[src/hw/rtl/zssd_pkg.sv]
`default_nettype none

package zssd_pkg;

  // Stream parse position.
  typedef enum logic [2:0] {
    PH_CMF,
    PH_FLG,
    PH_BLKHDR,
    PH_LENS,
    PH_PAYLOAD,
    PH_TRAILER,
    PH_DONE,
    PH_ERROR
  } phase_t;

  // Final status codes reported in a status result.
  typedef enum logic [3:0] {
    ST_OK        = 4'd0,
    ST_SHORT     = 4'd1,
    ST_BADHDR    = 4'd2,
    ST_DICT      = 4'd3,
    ST_NOTSTORED = 4'd4,
    ST_LENMIS    = 4'd5,
    ST_OVERFLOW  = 4'd6,
    ST_TRUNC     = 4'd7,
    ST_TRAILING  = 4'd8,
    ST_CHECKSUM  = 4'd9
  } status_t;

  // Result kinds.
  localparam logic KIND_PAYLOAD = 1'b0;
  localparam logic KIND_STATUS  = 1'b1;

  // Adler-32 modulus and stream constants.
  localparam logic [16:0] ADLER_MOD     = 17'd65521;
  localparam logic [3:0]  CM_DEFLATE    = 4'd8;
  localparam logic [2:0]  MIN_STREAM    = 3'd6;
  localparam logic [7:0]  FDICT_MASK    = 8'h20;
  localparam logic [7:0]  BTYPE_MASK    = 8'h06;
  localparam logic [7:0]  PAD_MASK      = 8'hF8;
  localparam logic [31:0] CAPACITY_INIT = 32'hFFFF_FFFF;

  // One result item.
  typedef struct packed {
    logic        kind;
    logic [7:0]  out_byte;
    logic [3:0]  status;
    logic [31:0] out_count;
  } result_t;

endpackage

`default_nettype wire

[src/hw/rtl/zssd_in_if.sv]
`default_nettype none

interface zssd_in_if;
  logic       valid;
  logic       ready;
  logic [7:0] in_byte;
  logic       end_of_stream;

  modport source (output valid, output in_byte, output end_of_stream, input ready);
  modport sink (input valid, input in_byte, input end_of_stream, output ready);
endinterface

`default_nettype wire

[src/hw/rtl/zssd_out_if.sv]
`default_nettype none

interface zssd_out_if;
  logic        valid;
  logic        ready;
  logic        kind;
  logic [7:0]  out_byte;
  logic [3:0]  status;
  logic [31:0] out_count;

  modport source (output valid, output kind, output out_byte, output status,
                  output out_count, input ready);
  modport sink (input valid, input kind, input out_byte, input status,
                input out_count, output ready);
endinterface

`default_nettype wire

[src/hw/rtl/zssd_cfg_if.sv]
`default_nettype none

interface zssd_cfg_if;
  logic        valid;
  logic        ready;
  logic [31:0] out_capacity;

  modport source (output valid, output out_capacity, input ready);
  modport sink (input valid, input out_capacity, output ready);
endinterface

`default_nettype wire

[src/hw/rtl/zssd_parse.sv]
`default_nettype none

module zssd_parse
  import zssd_pkg::*;
(
  input  wire logic        clk,
  input  wire logic        rst,
  input  wire logic        item_take,
  input  wire logic [7:0]  in_byte,
  input  wire logic        end_of_stream,
  input  wire logic [31:0] out_capacity,
  output logic             res_valid,
  output result_t          res
);

  phase_t      phase, phase_next;
  logic [7:0]  header_byte, header_byte_next;
  logic        final_block_seen, final_block_seen_next;
  logic [1:0]  field_index, field_index_next;
  logic [15:0] length_word, length_word_next;
  logic [15:0] complement_word, complement_word_next;
  logic [15:0] bytes_remaining, bytes_remaining_next;
  logic [15:0] sum_low, sum_low_next;
  logic [15:0] sum_high, sum_high_next;
  logic [31:0] trailer_shift, trailer_shift_next;
  logic [31:0] decoded_count, decoded_count_next;
  logic [2:0]  input_count, input_count_next;
  status_t     error_code, error_code_next;

  // Header check: CMF*256+FLG divisible by 31, folded in 5-bit chunks (32 = 1 mod 31).
  logic [15:0] hdr_word;
  logic [6:0]  fold_a;
  logic [5:0]  fold_b;
  logic        hdr_mod_ok;

  assign hdr_word   = {header_byte, in_byte};
  assign fold_a     = 7'(hdr_word[4:0]) + 7'(hdr_word[9:5]) + 7'(hdr_word[14:10])
                      + 7'(hdr_word[15]);
  assign fold_b     = 6'(fold_a[4:0]) + 6'(fold_a[6:5]);
  assign hdr_mod_ok = (fold_b == 6'd0) || (fold_b == 6'd31);

  // Stored block header and length field checks.
  logic        blk_bad;
  logic [15:0] len_cand, cmp_cand;
  logic        len_mismatch, len_overflow;

  assign blk_bad  = ((in_byte & BTYPE_MASK) != 8'd0) || ((in_byte & PAD_MASK) != 8'd0);
  assign len_cand = length_word;
  assign cmp_cand = {in_byte, complement_word[7:0]};
  assign len_mismatch = (len_cand ^ 16'hFFFF) != cmp_cand;
  assign len_overflow = (33'(decoded_count) + 33'(len_cand)) > 33'(out_capacity);

  // Adler-32 update: each sum stays below twice the modulus, so one subtract fixes it.
  logic [16:0] low_sum, low_mod, high_sum, high_mod;
  logic [15:0] remain_dec;

  assign low_sum    = 17'(sum_low) + 17'(in_byte);
  assign low_mod    = (low_sum >= ADLER_MOD) ? (low_sum - ADLER_MOD) : low_sum;
  assign high_sum   = 17'(sum_high) + low_mod;
  assign high_mod   = (high_sum >= ADLER_MOD) ? (high_sum - ADLER_MOD) : high_sum;
  assign remain_dec = bytes_remaining - 16'd1;

  // Trailer comparison against the running checksum.
  logic [31:0] trailer_new;
  logic        trailer_bad;

  assign trailer_new = {trailer_shift[23:0], in_byte};
  assign trailer_bad = trailer_new != {sum_high, sum_low};

  // Next parse position.
  always_comb begin
    phase_next = phase;
    unique case (phase)
      PH_CMF: begin
        phase_next = (in_byte[3:0] != CM_DEFLATE) ? PH_ERROR : PH_FLG;
      end
      PH_FLG: begin
        if (!hdr_mod_ok || ((in_byte & FDICT_MASK) != 8'd0)) begin
          phase_next = PH_ERROR;
        end else begin
          phase_next = PH_BLKHDR;
        end
      end
      PH_BLKHDR: begin
        phase_next = blk_bad ? PH_ERROR : PH_LENS;
      end
      PH_LENS: begin
        if (field_index == 2'd3) begin
          if (len_mismatch || len_overflow) begin
            phase_next = PH_ERROR;
          end else if (len_cand == 16'd0) begin
            phase_next = final_block_seen ? PH_TRAILER : PH_BLKHDR;
          end else begin
            phase_next = PH_PAYLOAD;
          end
        end
      end
      PH_PAYLOAD: begin
        if (remain_dec == 16'd0) begin
          phase_next = final_block_seen ? PH_TRAILER : PH_BLKHDR;
        end
      end
      PH_TRAILER: begin
        if (field_index == 2'd3) begin
          phase_next = trailer_bad ? PH_ERROR : PH_DONE;
        end
      end
      PH_DONE: begin
        phase_next = PH_ERROR;
      end
      PH_ERROR: begin
        phase_next = PH_ERROR;
      end
      default: begin
        phase_next = PH_ERROR;
      end
    endcase
    if (end_of_stream) begin
      phase_next = PH_CMF;
    end
  end

  // Datapath updates and result generation.
  always_comb begin
    header_byte_next      = header_byte;
    final_block_seen_next = final_block_seen;
    field_index_next      = field_index;
    length_word_next      = length_word;
    complement_word_next  = complement_word;
    bytes_remaining_next  = bytes_remaining;
    sum_low_next          = sum_low;
    sum_high_next         = sum_high;
    trailer_shift_next    = trailer_shift;
    decoded_count_next    = decoded_count;
    error_code_next       = error_code;
    input_count_next      = (input_count < MIN_STREAM) ? input_count + 3'd1 : input_count;
    res_valid             = 1'b0;
    res.kind              = KIND_PAYLOAD;
    res.out_byte          = 8'd0;
    res.status            = ST_OK;
    res.out_count         = 32'd0;

    unique case (phase)
      PH_CMF: begin
        header_byte_next = in_byte;
        if (in_byte[3:0] != CM_DEFLATE) begin
          error_code_next = ST_BADHDR;
        end
      end
      PH_FLG: begin
        if (!hdr_mod_ok) begin
          error_code_next = ST_BADHDR;
        end else if ((in_byte & FDICT_MASK) != 8'd0) begin
          error_code_next = ST_DICT;
        end
      end
      PH_BLKHDR: begin
        if (blk_bad) begin
          error_code_next = ST_NOTSTORED;
        end else begin
          final_block_seen_next = in_byte[0];
          field_index_next      = 2'd0;
          length_word_next      = 16'd0;
          complement_word_next  = 16'd0;
        end
      end
      PH_LENS: begin
        case (field_index)
          2'd0:    length_word_next = {8'd0, in_byte};
          2'd1:    length_word_next = {in_byte, length_word[7:0]};
          2'd2:    complement_word_next = {8'd0, in_byte};
          default: complement_word_next = cmp_cand;
        endcase
        if (field_index != 2'd3) begin
          field_index_next = field_index + 2'd1;
        end else if (len_mismatch) begin
          error_code_next = ST_LENMIS;
        end else if (len_overflow) begin
          error_code_next = ST_OVERFLOW;
        end else if (len_cand == 16'd0) begin
          field_index_next = 2'd0;
        end else begin
          bytes_remaining_next = len_cand;
        end
      end
      PH_PAYLOAD: begin
        sum_low_next         = low_mod[15:0];
        sum_high_next        = high_mod[15:0];
        decoded_count_next   = decoded_count + 32'd1;
        bytes_remaining_next = remain_dec;
        if (remain_dec == 16'd0) begin
          field_index_next = 2'd0;
        end
        res_valid     = 1'b1;
        res.out_byte  = in_byte;
        res.out_count = decoded_count_next;
      end
      PH_TRAILER: begin
        trailer_shift_next = trailer_new;
        if (field_index != 2'd3) begin
          field_index_next = field_index + 2'd1;
        end else if (trailer_bad) begin
          error_code_next = ST_CHECKSUM;
        end
      end
      PH_DONE: begin
        error_code_next = ST_TRAILING;
      end
      PH_ERROR: begin
      end
      default: begin
      end
    endcase

    // The last byte closes the stream with one status result and a fresh state.
    if (end_of_stream) begin
      res_valid    = 1'b1;
      res.kind     = KIND_STATUS;
      res.out_byte = 8'd0;
      res.out_count = decoded_count_next;
      if (input_count_next < MIN_STREAM) begin
        res.status = ST_SHORT;
      end else if (error_code_next != ST_OK) begin
        res.status = error_code_next;
      end else if (phase_next != PH_DONE && !(phase == PH_TRAILER && field_index == 2'd3)) begin
        res.status = ST_TRUNC;
      end else if (phase == PH_DONE) begin
        res.status = ST_OK;
      end else begin
        res.status = ST_OK;
      end
      header_byte_next      = 8'd0;
      final_block_seen_next = 1'b0;
      field_index_next      = 2'd0;
      length_word_next      = 16'd0;
      complement_word_next  = 16'd0;
      bytes_remaining_next  = 16'd0;
      sum_low_next          = 16'd1;
      sum_high_next         = 16'd0;
      trailer_shift_next    = 32'd0;
      decoded_count_next    = 32'd0;
      input_count_next      = 3'd0;
      error_code_next       = ST_OK;
    end
  end

  // State registers, updated on each accepted byte.
  always_ff @(posedge clk) begin
    if (rst) begin
      phase            <= PH_CMF;
      header_byte      <= 8'd0;
      final_block_seen <= 1'b0;
      field_index      <= 2'd0;
      length_word      <= 16'd0;
      complement_word  <= 16'd0;
      bytes_remaining  <= 16'd0;
      sum_low          <= 16'd1;
      sum_high         <= 16'd0;
      trailer_shift    <= 32'd0;
      decoded_count    <= 32'd0;
      input_count      <= 3'd0;
      error_code       <= ST_OK;
    end else if (item_take) begin
      phase            <= phase_next;
      header_byte      <= header_byte_next;
      final_block_seen <= final_block_seen_next;
      field_index      <= field_index_next;
      length_word      <= length_word_next;
      complement_word  <= complement_word_next;
      bytes_remaining  <= bytes_remaining_next;
      sum_low          <= sum_low_next;
      sum_high         <= sum_high_next;
      trailer_shift    <= trailer_shift_next;
      decoded_count    <= decoded_count_next;
      input_count      <= input_count_next;
      error_code       <= error_code_next;
    end
  end

  // The error state always carries the code of the first failure.
  assert property (@(posedge clk) disable iff (rst)
    (phase == PH_ERROR) |-> (error_code != ST_OK))
    else $error("error phase without an error code");

  // The byte counter saturates at the minimum stream length.
  assert property (@(posedge clk) disable iff (rst) input_count <= MIN_STREAM)
    else $error("input byte counter beyond saturation");

  // A block in payload always has bytes left to pass.
  assert property (@(posedge clk) disable iff (rst)
    (phase == PH_PAYLOAD) |-> (bytes_remaining != 16'd0))
    else $error("payload phase with no bytes remaining");

endmodule

`default_nettype wire

[src/hw/rtl/zlib_stored_stream_deframer.sv]
// Stored-block zlib stream deframer.
// The stream channel carries one byte of a zlib stream per transfer, with
// end_of_stream marking the last byte. The header, the stored block framing
// and the Adler-32 trailer are checked; payload bytes leave on the result
// channel as kind 0 results, and the byte marked end_of_stream gives one
// kind 1 status result with the total decoded count. The block then starts
// over on a new stream.
// The cfg channel writes out_capacity, the largest decoded total a stream may
// reach; it is always ready. It is to be written only while the block is
// idle; the block itself does not enforce this. Throughput: one byte per
// cycle while the skid register is empty; the parse and checksum update finish
// in the cycle the byte is accepted, and results are registered in a two-entry
// output buffer (an output register and a skid register).
// Reset clears the parse state, empties the output buffer and sets
// out_capacity to all ones. When the receiver stalls, the skid register
// absorbs one more result; the stream channel drops ready once both
// entries are full and raises it again as soon as the output register drains.

`default_nettype none

module zlib_stored_stream_deframer
  import zssd_pkg::*;
(
  input  wire logic   clk,
  input  wire logic   rst,
  zssd_in_if.sink     stream,
  zssd_cfg_if.sink    cfg,
  zssd_out_if.source  result
);

  logic [31:0] out_capacity;
  logic        push, pop;
  logic        new_valid;
  result_t     new_res;
  logic        out_valid, skid_valid;
  result_t     out_data, skid_data;

  // Configuration register write.
  assign cfg.ready = 1'b1;

  always_ff @(posedge clk) begin
    if (rst) begin
      out_capacity <= CAPACITY_INIT;
    end else if (cfg.valid && cfg.ready) begin
      out_capacity <= cfg.out_capacity;
    end
  end

  // Byte parser and checksum.
  zssd_parse u_parse (
    .clk           (clk),
    .rst           (rst),
    .item_take     (stream.valid && stream.ready),
    .in_byte       (stream.in_byte),
    .end_of_stream (stream.end_of_stream),
    .out_capacity  (out_capacity),
    .res_valid     (new_valid),
    .res           (new_res)
  );

  // Two-entry output buffer: the stream stalls only when the skid entry is full.
  assign stream.ready = !skid_valid;
  assign push         = stream.valid && stream.ready && new_valid;
  assign pop          = result.valid && result.ready;

  always_ff @(posedge clk) begin
    if (rst) begin
      out_valid  <= 1'b0;
      skid_valid <= 1'b0;
    end else begin
      if (pop) begin
        if (skid_valid) begin
          out_valid  <= 1'b1;
          skid_valid <= 1'b0;
        end else begin
          out_valid <= push;
        end
      end else if (push) begin
        if (out_valid) begin
          skid_valid <= 1'b1;
        end else begin
          out_valid <= 1'b1;
        end
      end
    end
  end

  always_ff @(posedge clk) begin
    if (pop) begin
      out_data <= skid_valid ? skid_data : new_res;
    end else if (push && !out_valid) begin
      out_data <= new_res;
    end
    if (push && out_valid && !pop) begin
      skid_data <= new_res;
    end
  end

  assign result.valid     = out_valid;
  assign result.kind      = out_data.kind;
  assign result.out_byte  = out_data.out_byte;
  assign result.status    = out_data.status;
  assign result.out_count = out_data.out_count;

  // The skid entry only fills behind a held output entry.
  assert property (@(posedge clk) disable iff (rst) skid_valid |-> out_valid)
    else $error("skid entry full while output entry empty");

  // A result pushed into an empty buffer appears at the output next cycle.
  assert property (@(posedge clk) disable iff (rst)
    (push && !out_valid) |=> out_valid)
    else $error("pushed result lost");

  // Payload results never carry a status code.
  assert property (@(posedge clk) disable iff (rst)
    (out_valid && (out_data.kind == KIND_PAYLOAD)) |-> (out_data.status == ST_OK))
    else $error("payload result with nonzero status");

endmodule

`default_nettype wire
[src/flat_wrapper.sv]
// flat-port wrapper written by rule: the top's interface ports become plain ports
module zlib_stored_stream_deframer_flat import zssd_pkg::*;
  (clk, rst, stream_valid, stream_in_byte, stream_end_of_stream, stream_ready, cfg_valid, cfg_out_capacity, cfg_ready, result_valid, result_kind, result_out_byte, result_status, result_out_count, result_ready);
  zssd_in_if stream_i ();
  zssd_cfg_if cfg_i ();
  zssd_out_if result_i ();
  input  wire logic clk;
  input  wire logic rst;
  input wire logic [$bits(stream_i.valid)-1:0] stream_valid;
  input wire logic [$bits(stream_i.in_byte)-1:0] stream_in_byte;
  input wire logic [$bits(stream_i.end_of_stream)-1:0] stream_end_of_stream;
  output wire logic [$bits(stream_i.ready)-1:0] stream_ready;
  input wire logic [$bits(cfg_i.valid)-1:0] cfg_valid;
  input wire logic [$bits(cfg_i.out_capacity)-1:0] cfg_out_capacity;
  output wire logic [$bits(cfg_i.ready)-1:0] cfg_ready;
  output wire logic [$bits(result_i.valid)-1:0] result_valid;
  output wire logic [$bits(result_i.kind)-1:0] result_kind;
  output wire logic [$bits(result_i.out_byte)-1:0] result_out_byte;
  output wire logic [$bits(result_i.status)-1:0] result_status;
  output wire logic [$bits(result_i.out_count)-1:0] result_out_count;
  input wire logic [$bits(result_i.ready)-1:0] result_ready;
  assign stream_i.valid = stream_valid;
  assign stream_i.in_byte = stream_in_byte;
  assign stream_i.end_of_stream = stream_end_of_stream;
  assign stream_ready = stream_i.ready;
  assign cfg_i.valid = cfg_valid;
  assign cfg_i.out_capacity = cfg_out_capacity;
  assign cfg_ready = cfg_i.ready;
  assign result_valid = result_i.valid;
  assign result_kind = result_i.kind;
  assign result_out_byte = result_i.out_byte;
  assign result_status = result_i.status;
  assign result_out_count = result_i.out_count;
  assign result_i.ready = result_ready;
  zlib_stored_stream_deframer u_core (.clk(clk), .rst(rst), .stream(stream_i), .cfg(cfg_i), .result(result_i));
endmodule
[config.mk]
export PLATFORM = sky130hd
export DESIGN_NAME = zlib_stored_stream_deframer_flat
export DESIGN_NICKNAME = d
export VERILOG_FILES = /design/src/hw/rtl/zssd_pkg.sv /design/src/hw/rtl/zssd_in_if.sv /design/src/hw/rtl/zssd_out_if.sv /design/src/hw/rtl/zssd_cfg_if.sv /design/src/hw/rtl/zssd_parse.sv /design/src/hw/rtl/zlib_stored_stream_deframer.sv /design/src/flat_wrapper.sv
export SDC_FILE = /design/constraint.sdc
export NUM_CORES = 1
export LEC_CHECK = 0
export ABC_AREA = 1
export BUFFER_PORTS_ARGS = -buffer_cell sky130_fd_sc_hd__buf_2
export CAP_MARGIN = 30
export CORE_MARGIN = 10
export CORE_UTILIZATION = 23
export DETAILED_ROUTE_END_ITERATION = 12
export PLACE_DENSITY_LB_ADDON = 0.3
export SYNTH_ARGS = -nofsm -noshare
export SYNTH_HDL_FRONTEND = slang
export SYNTH_SLANG_ARGS = --single-unit
[constraint.sdc]
create_clock -name clk -period 8.3 [get_ports clk]
set_input_delay 0.415 -clock clk [delete_from_list [all_inputs] [get_ports clk]]
set_output_delay 0.415 -clock clk [all_outputs]
set_load 0.05 [all_outputs]
---- Yosys cells after proc, flatten, opt, wreduce, memory -nomap -nowiden ----
Index checks and enable logic that the tools add are counted.
Widths: inputs -> output; s select.
storage, ports and cells
  bits in registers ....................... 273
  bits in latches ......................... 0
  bits in writable memories ............... 0
  ROM bits ................................ 0
  input bits .............................. 46
  output and inout port bits .............. 48
  logic and storage cells ................. 199
  memories ................................ 0
cells by class
  $add $sub $neg .......................... 13
  multiply operators ...................... 0
  divide/modulo/power cells ............... 0
  $lt $le $gt $ge ......................... 5
  equal/unequal tests ..................... 32
  shift-type cells ........................ 0
  multiplexer cells ....................... 76
  bitwise logic cells ..................... 1
  reduce and logical (&&, ||, !) cells .... 47
operator list
  kind                    number
  $mux 16                 12
  $mux 45                 4
  $mux 32                 3
  $pmux 16 s2             3
  $mux 24                 2
  $mux 4                  12
  $mux 3                  13
  $ge 17x16->1 const B    2
  $add 32x16->33          1
  $gt 33x32->1            1
  $add 32x1->32 const B   1
  $logic_not 16->1        2
  $mux 8                  4
  $ne 32x32->1            1
  $pmux 8 s2              2
  $ne 3x3->1 const B      10
  $pmux 4 s6              1
  $pmux 3 s7              1
  $add 16x17->17          1
  $add 16x8->17           1
  $mux 17                 1
  $sub 17x16->17 const B  1
  $mux 2                  8
  $ne 16x16->1            1
  other kinds (40)        86

---- Depth between registers and ports, before layout ----
  depth in word-level cells ............... 19
  mapped depth ............................ 39
  depth with buffers taken out ............ 39

---- Modules after synthesis ----
From an unflattened synthesis, not the netlist that was laid out.
unflattened totals
  cell total of the unflattened synthesis .. 2563
  area, all modules ....................... 18158.7 µm²
by module, submodules not included
  module                       instances  cells an instance  area each (µm²)  seq. area each (µm²)
  zssd_parse                   1          2171               13406.6          2982.9
  zlib_stored_stream_deframer  1          392                4752.1           3383.2

---- Worst setup path before layout ----
No wires, ideal clock.
  path type ............................... register to register
  start ................................... register u_core.skid_valid
  end ..................................... register u_core.out_data, in the netlist u_core.result.kind, enable pin
  setup time .............................. 0.510 ns
  arrival ................................. 4.802 ns
  data required time ...................... 7.790 ns
  path slack .............................. 2.989 ns
  cell stages (with the launch flop) ...... 9
  path buffers ............................ 1
  period minus slack after synthesis ...... 5.311 ns
  path through ............................ dfxtp_1 > inv_1 > nand2_1 > clkinv_1 > nand2_1 > nand2_1 > inv_1 > clkbuf_1 > o21ai_0
on the way
  longest elaborated chain between the ends .. 5
ends and longest elaborated chain
  what                                RTL line                           source
  start, declared                     zlib_stored_stream_deframer.sv:35  logic out_valid, skid_valid;
  start signal, assigned              zlib_stored_stream_deframer.sv:69  skid_valid <= 1'b0;
  start signal, assigned              zlib_stored_stream_deframer.sv:74  skid_valid <= 1'b0;
  start signal, assigned              zlib_stored_stream_deframer.sv:80  skid_valid <= 1'b1;
  $logic_not 1->1                     zlib_stored_stream_deframer.sv:62  assign stream.ready = !skid_valid;
  named net stream_ready              flat_wrapper.sv:12                 output wire logic [$bits(stream_i.ready)-1:0] stream_ready;
  $logic_and 1x1->1 (2 in series)     zlib_stored_stream_deframer.sv:63  assign push = stream.valid && stream.ready && new_valid;
  $logic_and 1x1->1                   zlib_stored_stream_deframer.sv:91  end else if (push && !out_valid) begin
  $reduce_bool 2->1 (no source line)  -
  end signal, assigned                zlib_stored_stream_deframer.sv:90  out_data <= skid_valid ? skid_data : new_res;
  end signal, assigned                zlib_stored_stream_deframer.sv:92  out_data <= new_res;
  end, declared                       zlib_stored_stream_deframer.sv:36  result_t out_data, skid_data;
The timed path passes the listed nets, and every way through them passes these cells.
A chain may end at the register's enable or synchronous reset.

---- Final worst setup path ----
  start ................................... register u_core.u_parse.decoded_count[2]
  end ..................................... register u_core.u_parse.bytes_remaining[6]
on the way
  longest elaborated chain between the ends .. 4
ends and longest elaborated chain
  what                               RTL line           source
  start, declared                    zssd_parse.sv:26   logic [31:0] decoded_count, decoded_count_next;
  start signal, assigned             zssd_parse.sv:274  decoded_count <= decoded_count_next;
  $add 32x16->33                     zssd_parse.sv:51   assign len_overflow = (33'(decoded_count) + 33'(len_cand)) > 33'(out_capacity);
  $gt 33x32->1                       zssd_parse.sv:51
  $ne 3x3->1 (no source line)        -
  $reduce_and 6->1 (no source line)  -
  end signal, assigned               zssd_parse.sv:270  bytes_remaining <= bytes_remaining_next;
  end, declared                      zssd_parse.sv:22   logic [15:0] bytes_remaining, bytes_remaining_next;
No other way between the ends.

==> out/metrics.cfg <==
[outcome]
status=finished clean

[place]
dpl.cell_count=3528
io_buffers=92
hpwlAfterDp_um=41900
preCtsSetupSlack_ns=2.62
gp_congestion=0.915

[logic_synthesis]
syn_inst=2480
avgSynthCellArea_um2=7.15
synth_seq_cells=273
synth.net_count=2629
yosysUniqueCellTypes=62
synth_area_mm2=0.0177
yosysSeqAreaShare=0.359
synth_warnings=0

[finish]
area_growth_pct=16.4
most-common-layout-cells=nand2_1, inv_1, a21oi_1, dfxtp_1, nor2_1
stdcell_count=3597
diodes=0
nFillCells=8416
final_nets=2687
final_common_cell=nand2_1
drive_above_1_share=0.0970

[die]
initial_core_util=0.233
die_h_um=298
io_pins=94
floorplan.die.width_um=298
core_mm2=0.0762
rows=101
dieArea_mm2=0.0885

[drt]
route.detailed.drc=0
first_pass_iters=5
vias_per_cell=4.53
wire_per_inst_um=15.7
num_vias=16298
antenna_left=0
wl_um=56400
drtIter0Drc=1189

[global_route]
overflow=0
grt_usage=0.124
grt_start_max_net_pins=82
antenna_found_initial=0
grt_first_pass_wirelength_um=88700
grt_pass1_vias=15660

[critical_path]
path_class=flip-flop to flip-flop
crit_arrival_ns=5.98
reg2reg_slack_ns=2.81
reg2regPathDepth=34
r2r_start=u_core.u_parse.decoded_count[2]$_SDFFE_PP0P_
endpoint_kind=flip-flop
cpPeakStageDelay_ns=0.40
critPathMaxFanout=25
rr_endpoint=u_core.u_parse.bytes_remaining[6]$_SDFFE_PP0P_
crit_required_ns=8.79
critical-path-slowest-cell=inv_2
start_kind=flip-flop
crit_path_frequent_cell=nand2_1

[clock_network]
root_buffer=clkbuf_16
clock_path_buffers=3
clock-sinks=273
cts_setup_buffers=0
numCtsBuffers=37
cts_tree=done
htreeDepth=2
clk_latency_ns=0.56
cts-resized-gates=0
clk_pin_slew_ns=0.06
cts_hold_buf=0

[timing]
whs_ns=0.0708
rsz0062_at_grt=no
timing.fmax_mhz=182
timing.slew.headroom=0.298
hold_viol=0
final_max_slew_viol_count=0
setup_ws_ns=2.81
tightest_slew_ns=1.05
setup_violations=0
fin_worst_skew_ns=0.0177
fin_setup_tns_ns=0
period_share=0.661
period_needed_ns=5.49

[power_and_ir_drop]
leakage_nw=8.72
vdd_ir_drop_max_uv=135
pwr_density_cell_mw_per_mm2=183
power_mw=3.78

[hold_path]
min_path_type=input port to flip-flop
min_from=cfg_out_capacity[9]
hold_end=u_core.out_capacity[9]$_SDFFE_PP1P_
hold_path_depth=3

[job]
drv_cap=0

==> sequential cells by signal, summed over array words and instances, names as in the netlist, 8 cells and up <==
name                            count
u_core.out_capacity                32
u_core.result.out_byte              8
u_core.result.out_count            32
u_core.skid_data                   45
u_core.u_parse.bytes_remaining     16
u_core.u_parse.complement_word      8
u_core.u_parse.decoded_count       32
u_core.u_parse.header_byte          8
u_core.u_parse.len_cand            16
u_core.u_parse.sum_high            16
u_core.u_parse.sum_low             16
u_core.u_parse.trailer_shift       24
==> cell type report <==
cell class	count	area, um2	share of cell area
tap	1030	1290	0.0625
clock buffer	46	1000	0.0485
multi-input combinational	1823	9930	0.482
sequential	273	6370	0.309
inverter	296	1110	0.0539
clock inverter	22	320	0.0155
timing repair buffer	107	599	0.0291
==> cells by family after synthesis <==
kind of cell               count (synthesis)  synth area share
AOI/OAI and AO/OA                        511             0.160
xor gates and xnor gates                  95            0.0486
adders and majority gates                103            0.0757
buffers and inverters                    384            0.0829
DFF                                      273             0.359
muxes                                      1          0.000635
other                                      1          0.000212
and+or+nand+nor                         1112             0.272
==> worst max-delay path by stage <==
stage / startpoint / endpoint / slack, ns
2_1_floorplan: u_core.skid_valid$_SDFFE_PP0P_ / u_core.result.kind$_DFFE_PP_ / 2.99
6_report: u_core.u_parse.decoded_count[2]$_SDFFE_PP0P_ / u_core.u_parse.bytes_remaining[6]$_SDFFE_PP0P_ / 2.81
3_3_place_gp: stream_in_byte[0] / u_core.u_parse.sum_high[10]$_SDFFE_PP0P_ / 2.72
3_5_place_dp: stream_in_byte[0] / u_core.u_parse.sum_high[10]$_SDFFE_PP0P_ / 2.62
4_1_cts: u_core.u_parse.decoded_count[2]$_SDFFE_PP0P_ / u_core.u_parse.bytes_remaining[6]$_SDFFE_PP0P_ / 2.76
5_1_grt: u_core.u_parse.decoded_count[2]$_SDFFE_PP0P_ / u_core.u_parse.bytes_remaining[0]$_SDFFE_PP0P_ / 2.13
==> critical path, delay by kind of cell (launching register included) <==
kind | cells | cell delay (ns)
and+or+nand+nor | 18 | 2.32
AOI/OAI and AO/OA | 8 | 1.25
buffers and inverters | 5 | 0.66
adders and majority gates | 2 | 0.65
DFF | 1 | 0.38
xor gates and xnor gates | 1 | 0.16
==> routing by layer <==
metal	global-route usage	share of wire	vias up
met5	0	0	-
met4	0.0406	0.030	0
met3	0.0206	0.043	83
met2	0.211	0.48	356
met1	0.157	0.45	7485
li1	-	-	8374
==> metrics by stage <==
stage / utilization / area [um2]
after floorplan: - / 17700
after global placement: 0.253 / 19300
after detailed placement: 0.253 / 19300
after CTS: 0.270 / 20600
after global routing: 0.271 / 20600
final: 0.271 / 20600
==> power breakdown <==
part | internal (mW) | switching (mW) | leakage [nW]
clock | 1.08 | 0.668 | 0.641
combinational | 0.160 | 0.396 | 5.78
sequential | 1.44 | 0.0370 | 2.30
==> synthesized netlist by cell type (all sizes together) <==
| master | n | area share |
|---|---|---|
| mux2 | 1 | 0.00064 |
| clkbuf | 72 | 0.015 |
| nand3 | 130 | 0.041 |
| ha | 96 | 0.068 |
| buf | 16 | 0.0049 |
| xor2 | 71 | 0.036 |
| nor4b | 1 | 0.00049 |
| o22ai | 2 | 0.00071 |
| a21oi | 267 | 0.076 |
| nor4 | 13 | 0.0049 |
| clkinv | 4 | 0.00085 |
| o31ai | 34 | 0.014 |
| a211o | 1 | 0.00049 |
| a31o | 1 | 0.00049 |
| nand4 | 42 | 0.016 |
| o21a | 2 | 0.00085 |
| a31oi | 2 | 0.00071 |
| fa | 7 | 0.0079 |
| edfxtp | 90 | 0.15 |
| and2 | 2 | 0.00071 |
| or2 | 14 | 0.0049 |
| nand3b | 7 | 0.0032 |
| o21bai | 2 | 0.00085 |
| a21o | 7 | 0.0030 |
| dfxtp | 183 | 0.21 |
| conb | 1 | 0.00021 |
| o211ai | 15 | 0.0066 |
| xnor2 | 24 | 0.012 |
| and3 | 2 | 0.00071 |
| nor2 | 173 | 0.039 |
| nor3 | 41 | 0.014 |
| a21boi | 2 | 0.00085 |
| o2111ai | 3 | 0.0015 |
| o311ai | 2 | 0.00099 |
| nand2 | 681 | 0.15 |
| inv | 292 | 0.062 |
| a211oi | 26 | 0.011 |
| o21ai | 145 | 0.041 |
| nor3b | 6 | 0.0028 |
Power figures use the tool's default switching activity.
